File: config.mk
export PLATFORM = sky130hd
export DESIGN_NAME = three_nearest_point_search_flat
export DESIGN_NICKNAME = d
export VERILOG_FILES = /design/src/rtl/tnps_pkg.sv /design/src/rtl/tnps_if.sv /design/src/rtl/three_nearest_point_search.sv /design/src/rtl/tnps_dist.sv /design/src/rtl/tnps_cell.sv /design/src/rtl/tnps_emit.sv /design/src/flat_wrapper.sv
export VERILOG_INCLUDE_DIRS = /design/src /design/src/rtl
export SDC_FILE = /design/constraint.sdc
export NUM_CORES = 2
export LEC_CHECK = 0
export BUFFER_PORTS_ARGS = -buffer_cell sky130_fd_sc_hd__buf_2
export CORE_MARGIN = 1
export CORE_UTILIZATION = 40
export DETAILED_ROUTE_END_ITERATION = 8
export SLEW_MARGIN = 15
export SYNTH_ARGS = -nofsm -noshare
export SYNTH_HDL_FRONTEND = slang
export SYNTH_SLANG_ARGS = --single-unit
File: constraint.sdc
create_clock -name clk -period 12.65 [get_ports clk]
set_clock_uncertainty 0.05 [all_clocks]
set_input_delay 1.8975 -clock clk [delete_from_list [all_inputs] [get_ports clk]]
set_output_delay 1.8975 -clock clk [all_outputs]
set_load 0.03 [all_outputs]
File: src/rtl/three_nearest_point_search_defines.svh
// Assertion macros used by the three-nearest-point search top module.
`ifndef THREE_NEAREST_POINT_SEARCH_DEFINES_SVH
`define THREE_NEAREST_POINT_SEARCH_DEFINES_SVH

// A condition that must hold at every clock edge out of reset.
`define TNPS_ALWAYS(label, cond) \
  label: assert property (@(posedge clk) disable iff (!rst_n) (cond)) \
    else $error("tnps invariant violated");

// A condition that must hold in the cycle after a trigger.
`define TNPS_NEXT(label, trig, cond) \
  label: assert property (@(posedge clk) disable iff (!rst_n) (trig) |=> (cond)) \
    else $error("tnps sequence check failed");

`endif

File: src/rtl/tnps_pkg.sv
// Types, constants and helper functions of the three-nearest-point search.
package tnps_pkg;

  localparam int COORD_BITS_DEF = 16;
  localparam int INDEX_BITS_DEF = 16;
  localparam int SLOTS          = 3;
  localparam int RANK_W         = 2;
  localparam logic [RANK_W-1:0] FIRST_RANK = 2'd0;
  localparam logic [RANK_W-1:0] LAST_RANK  = 2'd2;
  localparam int SNAP_DEPTH     = 2;
  localparam int DIST_SAT_BITS  = 64;

  typedef enum logic {
    CMD_QUERY = 1'b0,
    CMD_CAND  = 1'b1
  } cmd_t;

  // Control that travels alongside each item in the distance pipeline.
  typedef struct packed {
    logic vld;
    cmd_t cmd;
    logic fin;
  } item_ctl_t;

  // Broadcast from the top level to every slot cell.
  typedef struct packed {
    logic clear;
    logic write;
  } cell_ctl_t;

  // Width of a squared distance: exact sum of three squares, saturated at 64 bits.
  function automatic int dist_width(input int coord_bits);
    int sum_w;
    sum_w = 2 * (coord_bits + 1) + 2;
    return (sum_w > DIST_SAT_BITS) ? DIST_SAT_BITS : sum_w;
  endfunction

endpackage

File: src/rtl/tnps_if.sv
// Request and result channel interfaces of the three-nearest-point search.
interface tnps_in_if #(
  parameter int IDX_W = tnps_pkg::INDEX_BITS_DEF,
  parameter int CRD_W = tnps_pkg::COORD_BITS_DEF
) ();
  logic                    valid;
  logic                    ready;
  tnps_pkg::cmd_t          cmd;
  logic [IDX_W-1:0]        vertex_index;
  logic signed [CRD_W-1:0] coord_x;
  logic signed [CRD_W-1:0] coord_y;
  logic signed [CRD_W-1:0] coord_z;
  logic                    final_candidate;

  modport source (
    output valid, cmd, vertex_index, coord_x, coord_y, coord_z, final_candidate,
    input  ready
  );
  modport sink (
    input  valid, cmd, vertex_index, coord_x, coord_y, coord_z, final_candidate,
    output ready
  );
endinterface

interface tnps_out_if #(
  parameter int IDX_W = tnps_pkg::INDEX_BITS_DEF
) ();
  logic                        valid;
  logic                        ready;
  logic [IDX_W-1:0]            query_vertex;
  logic [tnps_pkg::RANK_W-1:0] rank;
  logic [IDX_W-1:0]            neighbor_vertex;
  logic                        found;
  logic                        run_end;

  modport source (
    output valid, query_vertex, rank, neighbor_vertex, found, run_end,
    input  ready
  );
  modport sink (
    input  valid, query_vertex, rank, neighbor_vertex, found, run_end,
    output ready
  );
endinterface

File: src/rtl/three_nearest_point_search.sv
// Three-nearest-point search: usage notes
// in_ch carries requests. A query request (cmd 0) sets the query point and index and
// empties the ranked list; a candidate request (cmd 1) measures its squared distance to
// the query point and is inserted into the sorted three-slot list, unless its index is
// already held. A candidate with final_candidate set also produces three results on
// out_ch, ranks 0, 1 and 2, the last with run_end set; empty slots report found 0.
// One request is taken per clock cycle while in_ch.ready is high. The distance pipeline
// is four registers deep (input, differences, squares, sum) and the slot row updates on
// the following edge; the rank 0 result then goes out first and the other ranks follow
// one per cycle while out_ch.ready is high.
// Each final candidate sends three results through the result port; two list snapshots
// are buffered, and in_ch.ready falls only when a final candidate reaches the slot row
// with both buffers full. A stalled receiver therefore holds up requests after at most
// two pending result runs, and candidates without a final mark keep flowing meanwhile.
// Reset (rst_n low at a clock edge) sets the query point and index to zero, empties
// the list and drops any buffered results.
`include "three_nearest_point_search_defines.svh"

module three_nearest_point_search #(
  parameter int COORD_BITS = tnps_pkg::COORD_BITS_DEF,
  parameter int INDEX_BITS = tnps_pkg::INDEX_BITS_DEF
) (
  input logic        clk,
  input logic        rst_n,
  tnps_in_if.sink    in_ch,
  tnps_out_if.source out_ch
);

  localparam int DIST_W = tnps_pkg::dist_width(COORD_BITS);
  localparam int SLOTS  = tnps_pkg::SLOTS;

  logic                      en;
  tnps_pkg::item_ctl_t       s4_ctl;
  logic [INDEX_BITS-1:0]     s4_idx;
  logic [DIST_W-1:0]         s4_dist;
  tnps_pkg::cell_ctl_t       cell_ctl;
  logic                      is_query, is_cand, dup, cap, full;
  logic [INDEX_BITS-1:0]     query_id_r;

  logic [SLOTS-1:0]                  c_take, c_hit, c_vld, c_vld_nxt;
  logic [SLOTS-1:0][INDEX_BITS-1:0]  c_id_nxt;
  logic [DIST_W-1:0]                 c_dist [SLOTS];
  logic [INDEX_BITS-1:0]             c_id   [SLOTS];
  logic [SLOTS-1:0]                  p_take, p_vld;
  logic [DIST_W-1:0]                 p_dist [SLOTS];
  logic [INDEX_BITS-1:0]             p_id   [SLOTS];

  assign is_query = s4_ctl.vld && (s4_ctl.cmd == tnps_pkg::CMD_QUERY);
  assign is_cand  = s4_ctl.vld && (s4_ctl.cmd == tnps_pkg::CMD_CAND);

  // The whole pipeline holds while a final candidate waits for snapshot room.
  assign en          = !(is_cand && s4_ctl.fin && full);
  assign in_ch.ready = en;

  tnps_dist #(
    .IDX_W  (INDEX_BITS),
    .CRD_W  (COORD_BITS),
    .DIST_W (DIST_W)
  ) u_dist (
    .clk     (clk),
    .rst_n   (rst_n),
    .en      (en),
    .in_vld  (in_ch.valid),
    .in_cmd  (in_ch.cmd),
    .in_idx  (in_ch.vertex_index),
    .in_x    (in_ch.coord_x),
    .in_y    (in_ch.coord_y),
    .in_z    (in_ch.coord_z),
    .in_fin  (in_ch.final_candidate),
    .s4_ctl  (s4_ctl),
    .s4_idx  (s4_idx),
    .s4_dist (s4_dist)
  );

  assign dup            = |c_hit;
  assign cell_ctl.clear = en && is_query;
  assign cell_ctl.write = en && is_cand && !dup;
  assign cap            = en && is_cand && s4_ctl.fin;

  always_ff @(posedge clk) begin
    if (!rst_n) begin
      query_id_r <= '0;
    end else if (cell_ctl.clear) begin
      query_id_r <= s4_idx;
    end
  end

  generate
    for (genvar i = 0; i < SLOTS; i++) begin : g_cell
      if (i == 0) begin : g_head
        assign p_take[i] = 1'b0;
        assign p_dist[i] = '1;
        assign p_id[i]   = '0;
        assign p_vld[i]  = 1'b0;
      end else begin : g_link
        assign p_take[i] = c_take[i-1];
        assign p_dist[i] = c_dist[i-1];
        assign p_id[i]   = c_id[i-1];
        assign p_vld[i]  = c_vld[i-1];
      end

      tnps_cell #(
        .IDX_W  (INDEX_BITS),
        .DIST_W (DIST_W)
      ) u_cell (
        .clk       (clk),
        .rst_n     (rst_n),
        .ctl       (cell_ctl),
        .new_dist  (s4_dist),
        .new_id    (s4_idx),
        .prev_take (p_take[i]),
        .prev_dist (p_dist[i]),
        .prev_id   (p_id[i]),
        .prev_vld  (p_vld[i]),
        .take      (c_take[i]),
        .hit       (c_hit[i]),
        .cur_dist  (c_dist[i]),
        .id        (c_id[i]),
        .vld       (c_vld[i]),
        .id_nxt    (c_id_nxt[i]),
        .vld_nxt   (c_vld_nxt[i])
      );
    end
  endgenerate

  tnps_emit #(
    .IDX_W (INDEX_BITS)
  ) u_emit (
    .clk     (clk),
    .rst_n   (rst_n),
    .cap     (cap),
    .cap_qid (query_id_r),
    .cap_id  (c_id_nxt),
    .cap_vld (c_vld_nxt),
    .full    (full),
    .out_ch  (out_ch)
  );

  // Filled slots always form a prefix of the row.
  `TNPS_ALWAYS(a_slots_prefix, !(c_vld[1] && !c_vld[0]) && !(c_vld[2] && !c_vld[1]))
  // Filled slots stay in ascending distance order.
  `TNPS_ALWAYS(a_slots_sorted, (!c_vld[1] || (c_dist[0] <= c_dist[1])) &&
    (!c_vld[2] || (c_dist[1] <= c_dist[2])))
  // A query empties the whole list.
  `TNPS_NEXT(a_query_clears, cell_ctl.clear, c_vld == '0)
  // After a candidate is written, the nearest-rank slot is always filled.
  `TNPS_NEXT(a_write_fills, cell_ctl.write, c_vld[0])

endmodule

File: src/rtl/tnps_dist.sv
// Squared-distance pipeline: input register, differences, squares, sum.
module tnps_dist #(
  parameter int IDX_W  = tnps_pkg::INDEX_BITS_DEF,
  parameter int CRD_W  = tnps_pkg::COORD_BITS_DEF,
  parameter int DIST_W = tnps_pkg::dist_width(tnps_pkg::COORD_BITS_DEF)
) (
  input  logic                    clk,
  input  logic                    rst_n,
  input  logic                    en,
  input  logic                    in_vld,
  input  tnps_pkg::cmd_t          in_cmd,
  input  logic [IDX_W-1:0]        in_idx,
  input  logic signed [CRD_W-1:0] in_x,
  input  logic signed [CRD_W-1:0] in_y,
  input  logic signed [CRD_W-1:0] in_z,
  input  logic                    in_fin,
  output tnps_pkg::item_ctl_t     s4_ctl,
  output logic [IDX_W-1:0]        s4_idx,
  output logic [DIST_W-1:0]       s4_dist
);

  localparam int MAG_W = CRD_W + 1;
  localparam int SQ_W  = 2 * MAG_W;
  localparam int SUM_W = SQ_W + 2;

  tnps_pkg::item_ctl_t s1_ctl_r, s2_ctl_r, s3_ctl_r, s4_ctl_r;
  logic [IDX_W-1:0]    s1_idx_r, s2_idx_r, s3_idx_r, s4_idx_r;

  logic signed [CRD_W-1:0] s1_c_r [3];
  logic signed [CRD_W-1:0] query_r [3];
  logic signed [MAG_W-1:0] diff [3];
  logic [MAG_W-1:0]        mag [3];
  logic [MAG_W-1:0]        s2_mag_r [3];
  logic [SQ_W-1:0]         s3_sq_r [3];
  logic [SUM_W-1:0]        sum;
  logic [DIST_W-1:0]       dist_nxt;
  logic [DIST_W-1:0]       s4_dist_r;

  always_ff @(posedge clk) begin
    if (!rst_n) begin
      s1_ctl_r <= '0;
      s2_ctl_r <= '0;
      s3_ctl_r <= '0;
      s4_ctl_r <= '0;
    end else if (en) begin
      s1_ctl_r <= '{vld: in_vld, cmd: in_cmd, fin: in_fin};
      s2_ctl_r <= s1_ctl_r;
      s3_ctl_r <= s2_ctl_r;
      s4_ctl_r <= s3_ctl_r;
    end
  end

  // The query point changes as its request leaves the first stage, so the
  // candidate right behind it already measures against the new point.
  always_ff @(posedge clk) begin
    if (!rst_n) begin
      for (int k = 0; k < 3; k++) begin
        query_r[k] <= '0;
      end
    end else if (en && s1_ctl_r.vld && (s1_ctl_r.cmd == tnps_pkg::CMD_QUERY)) begin
      for (int k = 0; k < 3; k++) begin
        query_r[k] <= s1_c_r[k];
      end
    end
  end

  always_comb begin
    for (int k = 0; k < 3; k++) begin
      diff[k] = MAG_W'(s1_c_r[k]) - MAG_W'(query_r[k]);
      mag[k]  = diff[k][MAG_W-1] ? $unsigned(-diff[k]) : $unsigned(diff[k]);
    end
  end

  always_comb begin
    sum = SUM_W'(s3_sq_r[0]) + SUM_W'(s3_sq_r[1]) + SUM_W'(s3_sq_r[2]);
  end

  generate
    if (SUM_W > DIST_W) begin : g_sat
      assign dist_nxt = (|sum[SUM_W-1:DIST_W]) ? '1 : sum[DIST_W-1:0];
    end else begin : g_exact
      assign dist_nxt = sum[DIST_W-1:0];
    end
  endgenerate

  always_ff @(posedge clk) begin
    if (en) begin
      s1_idx_r  <= in_idx;
      s1_c_r[0] <= in_x;
      s1_c_r[1] <= in_y;
      s1_c_r[2] <= in_z;
      s2_idx_r  <= s1_idx_r;
      s3_idx_r  <= s2_idx_r;
      s4_idx_r  <= s3_idx_r;
      for (int k = 0; k < 3; k++) begin
        s2_mag_r[k] <= mag[k];
        s3_sq_r[k]  <= SQ_W'(s2_mag_r[k]) * SQ_W'(s2_mag_r[k]);
      end
      s4_dist_r <= dist_nxt;
    end
  end

  assign s4_ctl  = s4_ctl_r;
  assign s4_idx  = s4_idx_r;
  assign s4_dist = s4_dist_r;

endmodule

File: src/rtl/tnps_cell.sv
// One ranked slot of the sorted nearest list; hands its entry to the next slot.
module tnps_cell #(
  parameter int IDX_W  = tnps_pkg::INDEX_BITS_DEF,
  parameter int DIST_W = tnps_pkg::dist_width(tnps_pkg::COORD_BITS_DEF)
) (
  input  logic                clk,
  input  logic                rst_n,
  input  tnps_pkg::cell_ctl_t ctl,
  input  logic [DIST_W-1:0]   new_dist,
  input  logic [IDX_W-1:0]    new_id,
  input  logic                prev_take,
  input  logic [DIST_W-1:0]   prev_dist,
  input  logic [IDX_W-1:0]    prev_id,
  input  logic                prev_vld,
  output logic                take,
  output logic                hit,
  output logic [DIST_W-1:0]   cur_dist,
  output logic [IDX_W-1:0]    id,
  output logic                vld,
  output logic [IDX_W-1:0]    id_nxt,
  output logic                vld_nxt
);

  logic [DIST_W-1:0] dist_r, dist_nxt;
  logic [IDX_W-1:0]  id_r, id_nxt_w;
  logic              vld_r, vld_nxt_w;

  // The list is sorted with empty slots at the tail, so the take flags run
  // monotonically down the row and the first one marks the insert point.
  assign take = !vld_r || (new_dist <= dist_r);
  assign hit  = vld_r && (id_r == new_id);

  always_comb begin
    dist_nxt  = dist_r;
    id_nxt_w  = id_r;
    vld_nxt_w = vld_r;
    if (ctl.clear) begin
      dist_nxt  = '1;
      id_nxt_w  = '0;
      vld_nxt_w = 1'b0;
    end else if (ctl.write) begin
      if (prev_take) begin
        dist_nxt  = prev_dist;
        id_nxt_w  = prev_id;
        vld_nxt_w = prev_vld;
      end else if (take) begin
        dist_nxt  = new_dist;
        id_nxt_w  = new_id;
        vld_nxt_w = 1'b1;
      end
    end
  end

  always_ff @(posedge clk) begin
    if (!rst_n) begin
      dist_r <= '1;
      id_r   <= '0;
      vld_r  <= 1'b0;
    end else begin
      dist_r <= dist_nxt;
      id_r   <= id_nxt_w;
      vld_r  <= vld_nxt_w;
    end
  end

  assign cur_dist = dist_r;
  assign id       = id_r;
  assign vld      = vld_r;
  assign id_nxt   = id_nxt_w;
  assign vld_nxt  = vld_nxt_w;

endmodule

File: src/rtl/tnps_emit.sv
// Result buffer: holds list snapshots and sends them out one rank per transfer.
module tnps_emit #(
  parameter int IDX_W = tnps_pkg::INDEX_BITS_DEF
) (
  input  logic                                  clk,
  input  logic                                  rst_n,
  input  logic                                  cap,
  input  logic [IDX_W-1:0]                      cap_qid,
  input  logic [tnps_pkg::SLOTS-1:0][IDX_W-1:0] cap_id,
  input  logic [tnps_pkg::SLOTS-1:0]            cap_vld,
  output logic                                  full,
  tnps_out_if.source                            out_ch
);

  localparam int DEPTH = tnps_pkg::SNAP_DEPTH;
  localparam int PTR_W = (DEPTH > 1) ? $clog2(DEPTH) : 1;
  localparam int CNT_W = $clog2(DEPTH + 1);

  logic [IDX_W-1:0]                      snap_qid_r [DEPTH];
  logic [tnps_pkg::SLOTS-1:0][IDX_W-1:0] snap_id_r  [DEPTH];
  logic [tnps_pkg::SLOTS-1:0]            snap_vld_r [DEPTH];

  logic [PTR_W-1:0]            wr_ptr_r, wr_ptr_nxt, rd_ptr_r, rd_ptr_nxt;
  logic [CNT_W-1:0]            cnt_r, cnt_nxt;
  logic [tnps_pkg::RANK_W-1:0] rank_r, rank_nxt;
  logic                        pop;
  logic                        last;

  assign last = (rank_r == tnps_pkg::LAST_RANK);
  assign pop  = out_ch.valid && out_ch.ready && last;
  assign full = (cnt_r == CNT_W'(DEPTH));

  always_comb begin
    wr_ptr_nxt = wr_ptr_r;
    rd_ptr_nxt = rd_ptr_r;
    rank_nxt   = rank_r;
    cnt_nxt    = cnt_r;
    if (cap) begin
      wr_ptr_nxt = (wr_ptr_r == PTR_W'(DEPTH - 1)) ? '0 : wr_ptr_r + 1'b1;
    end
    if (out_ch.valid && out_ch.ready) begin
      rank_nxt = last ? tnps_pkg::FIRST_RANK : rank_r + 1'b1;
    end
    if (pop) begin
      rd_ptr_nxt = (rd_ptr_r == PTR_W'(DEPTH - 1)) ? '0 : rd_ptr_r + 1'b1;
    end
    case ({cap, pop})
      2'b10:   cnt_nxt = cnt_r + 1'b1;
      2'b01:   cnt_nxt = cnt_r - 1'b1;
      default: cnt_nxt = cnt_r;
    endcase
  end

  always_ff @(posedge clk) begin
    if (!rst_n) begin
      wr_ptr_r <= '0;
      rd_ptr_r <= '0;
      cnt_r    <= '0;
      rank_r   <= tnps_pkg::FIRST_RANK;
    end else begin
      wr_ptr_r <= wr_ptr_nxt;
      rd_ptr_r <= rd_ptr_nxt;
      cnt_r    <= cnt_nxt;
      rank_r   <= rank_nxt;
    end
  end

  always_ff @(posedge clk) begin
    if (cap) begin
      snap_qid_r[wr_ptr_r] <= cap_qid;
      snap_id_r[wr_ptr_r]  <= cap_id;
      snap_vld_r[wr_ptr_r] <= cap_vld;
    end
  end

  always_comb begin
    out_ch.valid           = (cnt_r != '0);
    out_ch.query_vertex    = snap_qid_r[rd_ptr_r];
    out_ch.rank            = rank_r;
    out_ch.found           = snap_vld_r[rd_ptr_r][rank_r];
    out_ch.neighbor_vertex = snap_vld_r[rd_ptr_r][rank_r] ? snap_id_r[rd_ptr_r][rank_r] : '0;
    out_ch.run_end         = last;
  end

endmodule

File: src/flat_wrapper.sv
// flat-port wrapper written by rule: the top's interface ports become plain ports
module three_nearest_point_search_flat 
#(
  parameter int COORD_BITS = tnps_pkg::COORD_BITS_DEF,
  parameter int INDEX_BITS = tnps_pkg::INDEX_BITS_DEF
)
  (clk, rst_n, in_ch_valid, in_ch_cmd, in_ch_vertex_index, in_ch_coord_x, in_ch_coord_y, in_ch_coord_z, in_ch_final_candidate, in_ch_ready, out_ch_valid, out_ch_query_vertex, out_ch_rank, out_ch_neighbor_vertex, out_ch_found, out_ch_run_end, out_ch_ready);
  tnps_in_if in_ch_i ();
  tnps_out_if out_ch_i ();
  input logic clk;
  input logic rst_n;
  input wire logic [$bits(in_ch_i.valid)-1:0] in_ch_valid;
  input wire logic [$bits(in_ch_i.cmd)-1:0] in_ch_cmd;
  input wire logic [$bits(in_ch_i.vertex_index)-1:0] in_ch_vertex_index;
  input wire logic [$bits(in_ch_i.coord_x)-1:0] in_ch_coord_x;
  input wire logic [$bits(in_ch_i.coord_y)-1:0] in_ch_coord_y;
  input wire logic [$bits(in_ch_i.coord_z)-1:0] in_ch_coord_z;
  input wire logic [$bits(in_ch_i.final_candidate)-1:0] in_ch_final_candidate;
  output wire logic [$bits(in_ch_i.ready)-1:0] in_ch_ready;
  output wire logic [$bits(out_ch_i.valid)-1:0] out_ch_valid;
  output wire logic [$bits(out_ch_i.query_vertex)-1:0] out_ch_query_vertex;
  output wire logic [$bits(out_ch_i.rank)-1:0] out_ch_rank;
  output wire logic [$bits(out_ch_i.neighbor_vertex)-1:0] out_ch_neighbor_vertex;
  output wire logic [$bits(out_ch_i.found)-1:0] out_ch_found;
  output wire logic [$bits(out_ch_i.run_end)-1:0] out_ch_run_end;
  input wire logic [$bits(out_ch_i.ready)-1:0] out_ch_ready;
  assign in_ch_i.valid = in_ch_valid;
  assign in_ch_i.cmd = in_ch_cmd;
  assign in_ch_i.vertex_index = in_ch_vertex_index;
  assign in_ch_i.coord_x = in_ch_coord_x;
  assign in_ch_i.coord_y = in_ch_coord_y;
  assign in_ch_i.coord_z = in_ch_coord_z;
  assign in_ch_i.final_candidate = in_ch_final_candidate;
  assign in_ch_ready = in_ch_i.ready;
  assign out_ch_valid = out_ch_i.valid;
  assign out_ch_query_vertex = out_ch_i.query_vertex;
  assign out_ch_rank = out_ch_i.rank;
  assign out_ch_neighbor_vertex = out_ch_i.neighbor_vertex;
  assign out_ch_found = out_ch_i.found;
  assign out_ch_run_end = out_ch_i.run_end;
  assign out_ch_i.ready = out_ch_ready;
  three_nearest_point_search #(.COORD_BITS(COORD_BITS), .INDEX_BITS(INDEX_BITS)) u_core (.clk(clk), .rst_n(rst_n), .in_ch(in_ch_i), .out_ch(out_ch_i));
endmodule
==> impl_metrics.tcl <==
set metrics [dict create \
    setup_tns_ns 0 \
    crit_path_start_kind "register" \
    hpwlAfterDp_mm 93.1 \
    period_share 0.569 \
    cts_setup_buffers 0 \
    netlist_top_cells_area "edfxtp_1 (25%), fa_1 (21%), ha_1 (11%)" \
    cts_tree "done" \
    hold_path_depth 0 \
    ys_types 88 \
    ys_seq_elements 674 \
    r2r.worst_path.cells 24 \
    status "finished, final reports clean" \
    port_buffers 107 \
    numCtsBuffers 79 \
    via_per_inst 4.97 \
    drive_above_1_share 0.0603 \
    postSynthAreaPerCell_um2 10.3 \
    final_nets 6727 \
    cts.htree.levels 3 \
    cts.reportedPaths.clkPinSlew_ns 0.06 \
    grt_pass1_vias 38800 \
    postCtsHoldBufs 0 \
    synth_flop_cell "edfxtp_1" \
    slew_headroom 0.279 \
    fillerInstances 13400 \
    grt_pass1_wl_mm 202 \
    fmax_ghz 0.139 \
    drc 0 \
    core_um2 141000 \
    required_ns 13.02 \
    cts_buffer_depth 3 \
    die_area_um2 144000 \
    synth_seq_area_share 0.321 \
    drv_slew 0 \
    dr.pass1.iters 5 \
    end_kind "register" \
    maxCapViolations 0 \
    fin_cells 7491 \
    clock-root-buffer "clkbuf_16" \
    grt_max_degree 155 \
    layout_min_cycle_time_ns 7.20 \
    chipWidth_um 379 \
    gp_congestion 0.841 \
    row_count 138 \
    area_growth_pct 9.15 \
    ys_warn_count 0 \
    antenna_found_initial 0 \
    post_cts_resized 0 \
    path_max_fanout 17 \
    dpl.cell_count 7346 \
    synth_edf_count 480 \
    synth_top_area_cell "edfxtp_1" \
    start_util 0.403 \
    num_vias 37300 \
    setup_viol 0 \
    tightest_slew_ns 1.08 \
    grt_usage 0.175 \
    hold_viol 0 \
    hp-class "register to register" \
    cts.sinks 674 \
    wl_per_cell_um 16.3 \
    final_util 0.439 \
    critPathArrivalTime_ns 7.57 \
    io_pins 108 \
    die_h_um 379 \
    diodes 0 \
    ant_nets 0 \
    gr-total-overflow 0 \
    rsz0062_at_grt "false" \
    clk_latency_ns 0.70 \
    synth_top_area_frac 0.253 \
    syn-instance-count 5511 \
    async_flop_share 0 \
    drt-total-wl_mm 122 \
    path_class "register to register" \
    netlist_area_um2 56900 \
    first_iter_violations 2058 \
]
layout make-up:
| type | count | area [µm²] | share of cell area |
|---|---|---|---|
| inverter | 1036 | 3900 | 0.0627 |
| sequential | 674 | 18300 | 0.294 |
| clock inverter | 48 | 684 | 0.0110 |
| multi-input combinational | 3614 | 34000 | 0.548 |
| clock buffer | 97 | 2120 | 0.0342 |
| tap | 1890 | 2360 | 0.0381 |
| timing repair buffer | 132 | 736 | 0.0118 |
layer usage:
metal | vias to the layer above | wire length [µm] | global-route usage
li1 | 18200 | - | -
met2 | 529 | 60000 | 0.302
met4 | 0 | 3250 | 0.0517
met5 | - | 0 | 0
met1 | 18300 | 55300 | 0.229
met3 | 168 | 3650 | 0.0221
logic make-up (layout without fill, tap and decap cells):
family | count (synthesis) | count (layout) | synth area share
buffers and inverters | 1225 | 1313 | 0.0824
xor gates and xnor gates | 271 | 271 | 0.0417
adders and majority gates | 1120 | 1120 | 0.326
AOI/OAI and AO/OA | 788 | 788 | 0.0932
DFF | 674 | 674 | 0.321
muxes | 145 | 145 | 0.0259
other | 1 | 3 | 0.0000659
and+or+nand+nor | 1287 | 1287 | 0.109
critical path, stage by stage (launching register included):
cell	delay (ns)
edfxtp_1	0.78
and2_1	0.26
inv_1	0.07
fa_1	0.53
inv_1	0.06
fa_1	0.53
inv_1	0.06
fa_1	0.39
inv_1	0.08
fa_1	0.43
fa_1	0.54
inv_1	0.05
fa_1	0.49
inv_1	0.07
ha_1	0.35
a211oi_1	0.25
nand2_1	0.08
a311oi_1	0.41
o21ai_1	0.22
nand3_1	0.12
nand2_1	0.10
a41oi_1	0.37
o221ai_1	0.19
o41ai_1	0.33
xnor2_1	0.11
worst paths after layout:
kind / end / startpoint / slack [ns]
setup / recovery: u_core.u_dist.s3_sq_r[0][101] / u_core.u_dist.s2_mag_r[0][41] / 5.45
hold / removal: u_core.u_dist.s2_idx_r[2] / u_core.u_dist.s1_idx_r[2] / 0.37
setup reg to reg: u_core.u_dist.s3_sq_r[0][101] / u_core.u_dist.s2_mag_r[0][41] / 5.45
hold reg to reg: u_core.u_dist.s2_idx_r[2] / u_core.u_dist.s1_idx_r[2] / 0.37
synth_stat cells, types with 10 or more instances:
master and number:
a211oi_1 51, a21o_1 94, a21oi_1 210, a221o_1 32, a31oi_1 55, and2_1 246, and3_1 29, buf_1 11
buf_2 38, buf_4 10, clkbuf_1 129, dfxtp_1 194, edfxtp_1 480, fa_1 608, ha_1 512, inv_1 1036
mux2_2 20, mux2i_1 125, nand2_1 451, nand2b_1 28, nand3_1 36, nand4_1 34, nor2_1 240, nor2b_1 40
nor3_1 109, nor4_1 21, o211ai_1 81, o21a_1 36, o21ai_0 94, o21bai_1 21, o221ai_1 15, o31ai_1 10
or3_1 11, xnor2_1 169, xor2_1 102
cell usage in the layout, fill, tap and decap left out, drive strengths merged, types with 28 or more instances in the layout:
cell type	instances
buf	132
xor2	102
nand2	452
nor3	110
o21a	36
nand3	36
a21oi	213
inv	1040
and3	29
mux2i	125
nand2b	28
nor2	241
o211ai	82
nor2b	40
a21o	94
nand4	34
a211oi	51
o21ai	103
clkinv	32
edfxtp	480
fa	608
xnor2	169
dfxtp	194
clkbuf	97
and2	246
ha	512
a31oi	55
a221o	32
per-stage QoR:
stage          cell area (µm²)  worst slack, ns  hold slack [ns]
6_report                 62100             5.45            0.367
5_1_grt                  62100             4.90            0.368
4_1_cts                  62100             5.46            0.368
3_5_place_dp             59300             5.51            0.355
3_3_place_gp             59300             5.64            0.352
2_1_floorplan            56900             1.66            0.350
flip-flops by register name, summed over array words and instances (netlist names), 3 cells and up, named ones only:
signal and flops:
u_core.g_cell.u_cell.cur_dist 108, u_core.u_dist.s1_idx_r 16, u_core.u_dist.s1_ctl_r 3, u_core.g_cell.u_cell.vld 3, u_core.u_dist.s2_idx_r 16, u_core.u_dist.s4_dist 36, u_core.u_emit.snap_qid_r 32, u_core.u_emit.snap_vld_r 6
u_core.u_dist.s1_c_r 48, u_core.u_dist.s3_sq_r 99, u_core.u_dist.s4_idx 16, u_core.u_dist.s2_ctl_r 3, u_core.u_dist.s3_idx_r 16, u_core.u_dist.s2_mag_r 51, u_core.u_emit.snap_id_r 96, u_core.g_cell.u_cell.id 48
u_core.query_id_r 16, u_core.u_dist.s3_ctl_r 3, u_core.u_dist.query_r 48, u_core.u_dist.s4_ctl 3
Power is left out: the tool's default activity adds up to more than one toggle a clock period on the data nets, which glitch-free logic cannot reach.
